### src/design/motor_mode_supervisor_defines.svh
// Assertion macros shared by the motor mode supervisor RTL.
`ifndef MOTOR_MODE_SUPERVISOR_DEFINES_SVH
`define MOTOR_MODE_SUPERVISOR_DEFINES_SVH

// Property that holds at every clock edge outside reset.
`define MMS_ASSERT_ALWAYS(lbl, cond) \
  lbl: assert property (@(posedge clk_i) disable iff (!rst_ni) (cond)) \
    else $error("motor_mode_supervisor: invariant violated");

// Property whose consequent holds in the cycle after the antecedent.
`define MMS_ASSERT_NEXT(lbl, pre, post) \
  lbl: assert property (@(posedge clk_i) disable iff (!rst_ni) (pre) |=> (post)) \
    else $error("motor_mode_supervisor: sequence check failed");

`endif

### src/design/mms_pkg.sv
// Types and reset constants of the motor mode supervisor.
`default_nettype none
package mms_pkg;

  typedef enum logic [2:0] {
    KIND_TICK       = 3'd0,
    KIND_REFRESH    = 3'd1,
    KIND_REFERENCE  = 3'd2,
    KIND_SATURATION = 3'd3,
    KIND_ENABLE     = 3'd4,
    KIND_BUTTON     = 3'd5
  } kind_e;

  typedef enum logic [1:0] {
    MODE_CONTROL = 2'd0,
    MODE_TIMEOUT = 2'd1,
    MODE_SAFE    = 2'd2
  } mode_e;

  typedef enum logic [1:0] {
    ACK_NONE          = 2'd0,
    ACK_LIMITS_REJECT = 2'd1,
    ACK_LIMITS_ACCEPT = 2'd2,
    ACK_ENABLE        = 2'd3
  } ack_e;

  typedef struct packed {
    mode_e              mode;
    logic signed [15:0] rpm_l;
    logic signed [15:0] rpm_r;
    logic signed [13:0] lim_lo;
    logic signed [13:0] lim_hi;
    logic [6:0]         duty_l;
    logic [6:0]         duty_r;
    logic               wd_run;
    logic [15:0]        wd_cnt;
    logic               prev_btn;
  } mms_state_t;

  typedef struct packed {
    logic [6:0]         duty_l;
    logic [6:0]         duty_r;
    mode_e              mode;
    ack_e               ack;
    logic signed [15:0] rpm_l;
    logic signed [15:0] rpm_r;
  } mms_result_t;

  localparam logic [15:0] TimeoutReset = 16'd250;

  localparam mms_state_t StateReset = '{
    mode:     MODE_CONTROL,
    rpm_l:    16'sd1000,
    rpm_r:    -16'sd7000,
    lim_lo:   -14'sd5000,
    lim_hi:   14'sd5000,
    duty_l:   7'd50,
    duty_r:   7'd50,
    wd_run:   1'b1,
    wd_cnt:   16'd0,
    prev_btn: 1'b1
  };

endpackage
`default_nettype wire

### src/design/mms_step.sv
// Next-state and result logic for one supervisor event.
`default_nettype none
module mms_step import mms_pkg::*; (
  input  mms_state_t         state_i,
  input  logic [15:0]        timeout_i,
  input  logic [2:0]         kind_i,
  input  logic signed [15:0] value_a_i,
  input  logic signed [15:0] value_b_i,
  input  logic               button_level_i,
  output mms_state_t         state_o,
  output mms_result_t        result_o
);

  localparam logic signed [15:0] FeasMin    = -16'sd8000;
  localparam logic signed [15:0] FeasMax    = 16'sd8000;
  localparam logic signed [15:0] DutyOffset = 16'sd10100;
  // floor(x / 25) for x < 2263 as (x * 1311) >> 15
  localparam logic [22:0]        Recip25    = 23'd1311;

  function automatic logic signed [15:0] clamp_rpm(input logic signed [15:0] r,
                                                   input logic signed [13:0] lo,
                                                   input logic signed [13:0] hi);
    logic signed [15:0] lo_x;
    logic signed [15:0] hi_x;
    logic signed [15:0] c;
    lo_x = 16'(lo);
    hi_x = 16'(hi);
    c = r;
    if (c > hi_x) c = hi_x;
    if (c < lo_x) c = lo_x;
    return c;
  endfunction

  // (r + 10100) / 200 with r within the feasible range: shift right by 3, then divide by 25
  function automatic logic [6:0] duty_of(input logic signed [15:0] r);
    logic signed [15:0] s;
    logic [11:0]        x;
    logic [22:0]        p;
    s = r + DutyOffset;
    x = s[14:3];
    p = 23'(x) * Recip25;
    return p[21:15];
  endfunction

  mms_state_t         nxt;
  ack_e               ack;
  logic               do_refresh;
  logic               zero_speeds;
  logic [15:0]        cnt_inc;
  logic               lim_bad;
  logic signed [15:0] clamp_l;
  logic signed [15:0] clamp_r;

  assign cnt_inc = (state_i.wd_cnt != 16'hFFFF) ? state_i.wd_cnt + 16'd1 : state_i.wd_cnt;
  assign lim_bad = (value_a_i >= value_b_i) || (value_a_i < FeasMin) ||
                   (value_b_i > FeasMax) || (value_a_i > 16'sd0) || (value_b_i < 16'sd0);

  always_comb begin
    nxt         = state_i;
    ack         = ACK_NONE;
    do_refresh  = 1'b0;
    zero_speeds = 1'b0;
    case (kind_i)
      KIND_TICK: begin
        if (state_i.wd_run) begin
          nxt.wd_cnt = cnt_inc;
          if (cnt_inc >= timeout_i) begin
            nxt.wd_cnt  = '0;
            nxt.wd_run  = 1'b0;
            nxt.mode    = MODE_TIMEOUT;
            zero_speeds = 1'b1;
            do_refresh  = 1'b1;
          end
        end
      end
      KIND_REFRESH: do_refresh = 1'b1;
      KIND_REFERENCE: begin
        nxt.wd_cnt = '0;
        if (state_i.mode != MODE_SAFE) begin
          nxt.rpm_l = value_a_i;
          nxt.rpm_r = value_b_i;
        end
        if (state_i.mode == MODE_TIMEOUT) begin
          nxt.wd_run = 1'b1;
          nxt.mode   = MODE_CONTROL;
        end
      end
      KIND_SATURATION: begin
        if (lim_bad) begin
          ack = ACK_LIMITS_REJECT;
        end else begin
          nxt.lim_lo = value_a_i[13:0];
          nxt.lim_hi = value_b_i[13:0];
          do_refresh = 1'b1;
          ack        = ACK_LIMITS_ACCEPT;
        end
      end
      KIND_ENABLE: begin
        if (state_i.mode == MODE_SAFE) begin
          nxt.wd_cnt  = '0;
          nxt.wd_run  = 1'b1;
          nxt.mode    = MODE_CONTROL;
          zero_speeds = 1'b1;
          do_refresh  = 1'b1;
          ack         = ACK_ENABLE;
        end
      end
      KIND_BUTTON: begin
        if (state_i.prev_btn && !button_level_i) begin
          nxt.mode    = MODE_SAFE;
          nxt.wd_run  = 1'b0;
          nxt.wd_cnt  = '0;
          zero_speeds = 1'b1;
          do_refresh  = 1'b1;
        end
        nxt.prev_btn = button_level_i;
      end
      default: ;
    endcase
    if (zero_speeds) begin
      nxt.rpm_l = '0;
      nxt.rpm_r = '0;
    end
  end

  assign clamp_l = clamp_rpm(nxt.rpm_l, nxt.lim_lo, nxt.lim_hi);
  assign clamp_r = clamp_rpm(nxt.rpm_r, nxt.lim_lo, nxt.lim_hi);

  always_comb begin
    state_o = nxt;
    if (do_refresh) begin
      state_o.rpm_l  = clamp_l;
      state_o.rpm_r  = clamp_r;
      state_o.duty_l = duty_of(clamp_l);
      state_o.duty_r = duty_of(clamp_r);
    end
  end

  always_comb begin
    result_o.duty_l = state_o.duty_l;
    result_o.duty_r = state_o.duty_r;
    result_o.mode   = state_o.mode;
    result_o.ack    = ack;
    result_o.rpm_l  = state_o.rpm_l;
    result_o.rpm_r  = state_o.rpm_r;
  end

endmodule
`default_nettype wire

### src/design/motor_mode_supervisor.sv
// An accepted event passes the input register and then the result register before
// out_valid_o rises; out_stall_i can hold it in the input register between the two.
// Throughput: one event per cycle while out_stall_i does not hold the result register;
// input register, one step of logic, result register. The input side keeps accepting
// while the result register waits on out_stall_i as long as the stage between them is free.
// Reset: asynchronous, active low; control mode, speeds 1000 and -7000, limits +-5000,
`default_nettype none
`include "motor_mode_supervisor_defines.svh"
module motor_mode_supervisor import mms_pkg::*; (
  input  logic               clk_i,
  input  logic               rst_ni,
  input  logic               cfg_we_i,
  input  logic [15:0]        cfg_wdata_i,
  input  logic               in_valid_i,
  output logic               in_stall_o,
  input  logic [2:0]         kind_i,
  input  logic signed [15:0] value_a_i,
  input  logic signed [15:0] value_b_i,
  input  logic               button_level_i,
  output logic               out_valid_o,
  input  logic               out_stall_i,
  output logic [6:0]         duty_left_o,
  output logic [6:0]         duty_right_o,
  output logic [1:0]         mode_o,
  output logic [1:0]         ack_code_o,
  output logic signed [15:0] speed_left_o,
  output logic signed [15:0] speed_right_o
);

  // duties 50, watchdog running, timeout 250 ticks; no pending transaction.

  logic               item_vld_q;
  logic [2:0]         kind_q;
  logic signed [15:0] value_a_q;
  logic signed [15:0] value_b_q;
  logic               level_q;
  logic [15:0]        timeout_q;
  mms_state_t         state_q;
  mms_state_t         state_d;
  mms_result_t        res_q;
  mms_result_t        res_d;
  logic               out_vld_q;
  logic               fire;
  logic               load;

  // process the held event when the result register is free or draining
  assign fire       = item_vld_q && (!out_vld_q || !out_stall_i);
  assign load       = !item_vld_q || fire;
  assign in_stall_o = !load;

  always_ff @(posedge clk_i or negedge rst_ni) begin
    if (!rst_ni) begin
      item_vld_q <= 1'b0;
    end else if (load) begin
      item_vld_q <= in_valid_i;
    end
  end

  always_ff @(posedge clk_i) begin
    if (load && in_valid_i) begin
      kind_q    <= kind_i;
      value_a_q <= value_a_i;
      value_b_q <= value_b_i;
      level_q   <= button_level_i;
    end
  end

  always_ff @(posedge clk_i or negedge rst_ni) begin
    if (!rst_ni) begin
      timeout_q <= TimeoutReset;
    end else if (cfg_we_i) begin
      timeout_q <= cfg_wdata_i;
    end
  end

  mms_step u_step (
    .state_i        (state_q),
    .timeout_i      (timeout_q),
    .kind_i         (kind_q),
    .value_a_i      (value_a_q),
    .value_b_i      (value_b_q),
    .button_level_i (level_q),
    .state_o        (state_d),
    .result_o       (res_d)
  );

  always_ff @(posedge clk_i or negedge rst_ni) begin
    if (!rst_ni) begin
      state_q <= StateReset;
    end else if (fire) begin
      state_q <= state_d;
    end
  end

  always_ff @(posedge clk_i or negedge rst_ni) begin
    if (!rst_ni) begin
      out_vld_q <= 1'b0;
    end else if (fire) begin
      out_vld_q <= 1'b1;
    end else if (!out_stall_i) begin
      out_vld_q <= 1'b0;
    end
  end

  always_ff @(posedge clk_i) begin
    if (fire) begin
      res_q <= res_d;
    end
  end

  assign out_valid_o   = out_vld_q;
  assign duty_left_o   = res_q.duty_l;
  assign duty_right_o  = res_q.duty_r;
  assign mode_o        = res_q.mode;
  assign ack_code_o    = res_q.ack;
  assign speed_left_o  = res_q.rpm_l;
  assign speed_right_o = res_q.rpm_r;

  `MMS_ASSERT_ALWAYS(a_safe_speeds_zero,
                     (state_q.mode != MODE_SAFE) ||
                     (state_q.rpm_l == 16'sd0 && state_q.rpm_r == 16'sd0))
  `MMS_ASSERT_ALWAYS(a_watchdog_stopped, (state_q.mode == MODE_CONTROL) || !state_q.wd_run)
  `MMS_ASSERT_ALWAYS(a_limits_straddle_zero,
                     (state_q.lim_lo <= 14'sd0) && (state_q.lim_hi >= 14'sd0))
  `MMS_ASSERT_NEXT(a_enable_ack,
                   fire && kind_q == KIND_ENABLE && state_q.mode == MODE_SAFE,
                   out_vld_q && res_q.ack == ACK_ENABLE && res_q.mode == MODE_CONTROL)

endmodule
`default_nettype wire
### config.mk
export PLATFORM = sky130hd
export DESIGN_NAME = motor_mode_supervisor
export DESIGN_NICKNAME = d
export VERILOG_FILES = /design/src/design/mms_pkg.sv /design/src/design/mms_step.sv /design/src/design/motor_mode_supervisor.sv
export VERILOG_INCLUDE_DIRS = /design/src /design/src/design
export SDC_FILE = /design/constraint.sdc
export NUM_CORES = 1
export LEC_CHECK = 0
export BUFFER_PORTS_ARGS = -buffer_cell sky130_fd_sc_hd__buf_4
export CAP_MARGIN = 15
export CORE_ASPECT_RATIO = 1.75
export CORE_MARGIN = 5
export CORE_UTILIZATION = 34
export DETAILED_ROUTE_END_ITERATION = 10
export GPL_ROUTABILITY_DRIVEN = 0
export GPL_TIMING_DRIVEN = 0
export PLACE_DENSITY = 0.54
export RECOVER_POWER = 25
export SLEW_MARGIN = 20
export SYNTH_ARGS = -nofsm -noshare
export SYNTH_HDL_FRONTEND = slang
export SYNTH_SLANG_ARGS = --single-unit
### constraint.sdc
create_clock -name clk_i -period 18.87 [get_ports clk_i]
set_clock_uncertainty 0.05 [all_clocks]
set_input_delay 3.774 -clock clk_i [delete_from_list [all_inputs] [get_ports clk_i]]
set_output_delay 3.774 -clock clk_i [all_outputs]
set_load 0.005 [all_outputs]
==> results of run 1 <==
cell families after synthesis:
family | synth area share (%)
DFF | 29.7
xor gates and xnor gates | 3.36
AOI/OAI and AO/OA | 13.8
muxes | 7.38
and+or+nand+nor | 12.6
adders and majority gates | 26.4
buffers and inverters | 6.79
routing by layer:
metal | vias up | track usage [%] | share of wire [%]
met1 | 7320 | 20.6 | 34
met2 | 486 | 39.8 | 53
met3 | 208 | 3.26 | 4.3
met4 | 0 | 14.8 | 8.6
met5 | - | 0 | 0
li1 | 6989 | - | -
metrics by stage:
step           util, %  TNS [ns]
2_1_floorplan        -         0
6_report          38.7         0
4_1_cts           38.8         0
3_3_place_gp      37.4    -0.197
3_5_place_dp      37.6    -0.449
5_1_grt           38.7         0
layout by cell type (no fill, tap or decap), types with 6 or more instances in the layout:
master and count:
fa_1 70, nand2_1 152, clkbuf_1 35, or3_1 10
xnor2_1 34, a21oi_1 91, inv_2 6, mux2_2 49
nor3_1 40, nand2b_1 13, nand4_1 18, and2_1 6
dfrtp_1 73, a22o_1 6, xor2_1 22, edfxtp_1 86
nor4_1 6, o211ai_1 8, o31ai_1 18, clkbuf_16 17
mux2i_2 6, and3_1 11, o21a_1 21, buf_2 15
clkbuf_4 37, o21ai_0 79, dfstp_2 39, buf_4 73
a21boi_0 8, nor2b_1 13, a211oi_1 14, a21o_1 35
inv_1 249, nor2_1 158, ha_1 273, mux2i_1 67
a31oi_1 38, nand3_1 36
cell type report:
cell class / instances / share of cell area (%)
plain buffers: 60 / 1.36
clock buffers: 17 / 2.06
clock inverters: 15 / 1.05
inverters: 256 / 4.65
multi-input cells: 1405 / 56.3
flip-flops and latches: 198 / 26.3
well taps: 684 / 4.14
repair buffers: 111 / 4.12
worst max-delay path: cells and delay by family (launching register included):
family	cells	cell delay [ns]
simple gates	19	4.09
fa+ha+maj	10	3.73
xor+xnor	2	0.38
flops	1	0.46
compound gates	19	5.18
buf+inv	15	3.64
registers in the layout, indices dropped and copies added, names as in the netlist:
register	count
state_q	94
ack_code_o	2
out_valid_o	1
level_q	1
kind_q	3
value_a_q	16
timeout_q	16
value_b_q	16
mode_o	2
item_vld_q	1
duty_right_o	7
speed_right_o	16
speed_left_o	16
duty_left_o	7
path summary, 6_finish.rpt:
path	to	slack, ns
worst max-delay path	duty_left_o[6]	1.07
worst min-delay path	state_q[31]	0.45
worst max register to register	duty_left_o[6]	1.07
worst min register to register	state_q[31]	0.45
max in group asynchronous	state_q[77]	9.44
min in group asynchronous	state_q[25]	3.95
what timing repair did:
item | in CTS | in global routing
buffers inserted | 0 | 0
resized for setup | 1 | 6
endpoints found under the setup margin | 2 | 8
==> out/metrics.cfg, run 1 <==
[synth]
yosysMostFrequentCell=ha_1
netlist_instances=1921
yosysWarnings=0
synth_top_cell_by_area=ha_1
netlist_area_mm2=0.0183
synthTopCellsByArea=ha_1 19%, edfxtp_1 14%, dfrtp_1 10%
yosysSeqAreaShare_pct=29.7
async_flop_share_pct=56.6
yosysTopAreaCellShare_pct=18.7
syn-mean-instance-area_um2=9.53
ys_types=95
synth_nets=2321
synth_edf_count=86
synth_top_flop_cell=edfxtp_1
synth_seq_cells=198
synthTopCellsByCount=273 x ha_1, 249 x inv_1, 160 x nor2_1

[die]
dieWidth_um=185
dieArea_mm2=0.0588
core_area_mm2=0.0534
start_util_pct=34.3
core.rowCount=112
ios=109
chipHeight_um=317

[worst_setup_path]
path_class=reg2reg
startpoint=state_q[7]
crit_path_end_kind=register
cp_max_fo=19
critPathMaxStageDelay_ns=0.54
worstSetupStartpointType=register
timing.rr.start=state_q[7]
worst_ep_required_time_ns=19.07
crit_path_frequent_cell=ha_1
rr_worst_depth=65
cp.arrival_ns=18.00
slowest_stage=fa_1

[layout]
regArea_mm2=0.00543
finalNonFillerCells=2746
fin_area_mm2=0.0206
final_layout_size_suffix_gt1_share_pct=14.9
diodes=0
nets=2449
multi_input_area_mm2=0.0116
fillCellCount=5377
area_delta_synth_final_pct=12.8

[drt]
wl_um=61900
dr.first_iter.drc_count=983
wl_per_cell_um=22.5
vias_per_cell=5.46
vias=15000
remaining_drc_errors=0
postRouteAntennaNets=0
first_pass_iters=6

[clocking]
clk_pin_slew_worst_paths_ns=0.09
root_buffer=clkbuf_16
cts_max_path_buffers=2
numCtsBuffers=17
clk_latency_ns=0.49
cts_hold_buf=0
cts_tree=built
htree_levels=4
cts_sinks=198

[worst_hold_path]
worst_hold_startpoint=state_q[31]
hold_class=reg2reg
min_delay_path_depth=2

[place]
dp_cells=2716
dpl.hpwl_um=49900
placed_area_mm2=0.0201
port_buffers=108
preCtsSetupSlack_ns=-0.240

[global_routing]
grt.total_usage_pct=21.1
grt_pass1_wl_um=92500
grt_max_degree=79
overflow=0
grt_pass1_vias=15700
antenna_found_initial=0

[timing]
clock.fmax_ghz=0.0562
slew_violations=115
min_period_ns=17.80
slew_headroom_pct=-212
fin_hold_ws_ns=0.450
tightest_slew_ns=4.68
rsz0062_at_grt=no
period_share_pct=94.3
timing.final.ws_setup_ns=1.07
setup-violations-final=0
hold_viol=0

[outcome]
status=complete, but fails checks
violations=capacitance limit, slew limit

[job]
maxCapViolCount=2

Power of run 1 is left out: the tool's default activity adds up to more than one toggle a clock period on the data nets, which glitch-free logic cannot reach.
==> run 2: changes to the inputs <==
==> constraint.sdc (replaced) <==
create_clock -name clk_i -period 18.87 [get_ports clk_i]
set_clock_uncertainty 0.05 [all_clocks]
set_input_delay 1.887 -clock clk_i [delete_from_list [all_inputs] [get_ports clk_i]]
set_output_delay 1.887 -clock clk_i [all_outputs]
set_load 0.005 [all_outputs]
==> run 2 against run 1 <==
Net effect:
- the run still ends with capacitance limit, slew limit left
- global-route usage did not move
- via count barely moved
- setup slack got worse by 0.049 ns
- final area rose by 0.14%
- sequential cell count did not move
- routed wire length shrank 0.23%
- register-to-register slack got worse by 0.05 ns
- critical path type unchanged
- critical endpoint unchanged
- highest routed layer unchanged
==> out/metrics.cfg, run 2 (synthesis gave the netlist of run 1 again) <==
[layout]
nets=2449
top_register=state_q
diodes=0
layout_commonest_cell=ha_1
area_delta_synth_final_pct=13.0
final_cell_mix=273 x ha_1, 249 x inv_1, 158 x nor2_1
final_layout_size_suffix_gt1_share_pct=15.0
largest_reg_flops=94

[drt]
wl_met3_um=2820
dr.first_iter.drc_count=871
wl_um=61700
wl_met2_um=32800
first_pass_iters=8
remaining_drc_errors=0
highest_layer=met4
vias_per_cell=5.47
postRouteAntennaNets=0
vias=15000
wl_per_cell_um=22.5
met1_length_um=20800

[clocking]
htree_levels=4
cts_max_path_buffers=2
clk_latency_ns=0.49
clk_pin_slew_worst_paths_ns=0.09
root_buffer=clkbuf_16
cts_tree=built
cts_sinks=198
numCtsBuffers=17

[die]
start_util_pct=34.3
ios=109
dieArea_mm2=0.0588
dieWidth_um=185
core.rowCount=112
core_area_mm2=0.0534
chipHeight_um=317

[worst_setup_path]
cp_max_fo=19
slowest_stage=a2111oi_0
crit_path_frequent_cell=ha_1
cp.arrival_ns=18.05
worstSetupStartpointType=register
worst_ep_required_time_ns=19.07
critPathMaxStageDelay_ns=0.54
path_class=reg2reg
crit_path_end_kind=register

[global_routing]
grt.total_usage_pct=21.1
grt_pass1_vias=15700
grt_pass1_wl_um=92500
grt_max_degree=79
antenna_found_initial=0
overflow=0

[timing]
tns_ns=0
tightest_slew_ns=4.67
slew_headroom_pct=-211
period_share_pct=94.6
setup-violations-final=0
min_period_ns=17.85
slew_violations=115
rsz0062_at_grt=no
timing.final.ws_setup_ns=1.02
fin_hold_ws_ns=0.449
clock.fmax_ghz=0.0560
hold_viol=0

[worst_hold_path]
hold_class=reg2reg

[outcome]
violations=capacitance limit, slew limit
status=complete, but fails checks

[job]
maxCapViolCount=2

[place]
port_buffers=108
preCtsSetupSlack_ns=-0.240
dpl.hpwl_um=49900

run 2: cell counts in the layout (fill, tap and decap cells not counted):
No cell type changed its count.
run 2: path summary, 6_finish.rpt:
path / from / endpoint / slack (ns) / depth (start not counted)
worst min-delay path: state_q[31] / state_q[31] / 0.45 / 2
min in group asynchronous: rst_ni / state_q[25] / 2.08 / 1
worst min register to register: state_q[31] / state_q[31] / 0.45 / 2
worst max register to register: state_q[7] / duty_left_o[6] / 1.02 / 66
max in group asynchronous: rst_ni / state_q[77] / 11.32 / 2
worst max-delay path: state_q[7] / duty_left_o[6] / 1.02 / 66
run 2: routing by layer:
layer  vias to the layer above  global-route usage [%]
li1                       6986                       -
met1                      7307                    20.6
met2                       515                    39.8
met3                       209                    3.26
met4                         0                    14.8
met5                         -                       0
run 2: repair_timing:
item | in CTS | in global routing
buffers inserted | 0 | 0
resized for setup | 1 | 6
endpoints found under the setup margin | 2 | 8
hold buffers | 0 | 0
run 2: layout make-up:
class | instances | area [um2]
plain buffers | 60 | 280
flip-flops and latches | 198 | 5430
multi-input cells | 1405 | 11700
clock inverters | 15 | 218
inverters | 256 | 961
clock buffers | 17 | 425
repair buffers | 111 | 851
well taps | 684 | 856
fillers | 5372 | 32700
run 2: stage by stage:
step	cell area (um2)	cells	utilization, %
2_1_floorplan	18300	1921	-
3_3_place_gp	20000	2713	37.4
3_5_place_dp	20100	2716	37.6
4_1_cts	20700	2747	38.8
5_1_grt	20700	2746	38.7
6_report	20700	2746	38.7
run 2: critical path: cells and delay by family (launching register included):
family | cells | cell delay [ns]
compound gates | 23 | 5.96
xor+xnor | 2 | 0.45
fa+ha+maj | 10 | 3.76
buf+inv | 15 | 3.11
flops | 1 | 0.46
simple gates | 16 | 3.80
Power of run 2 is left out for the same reason.
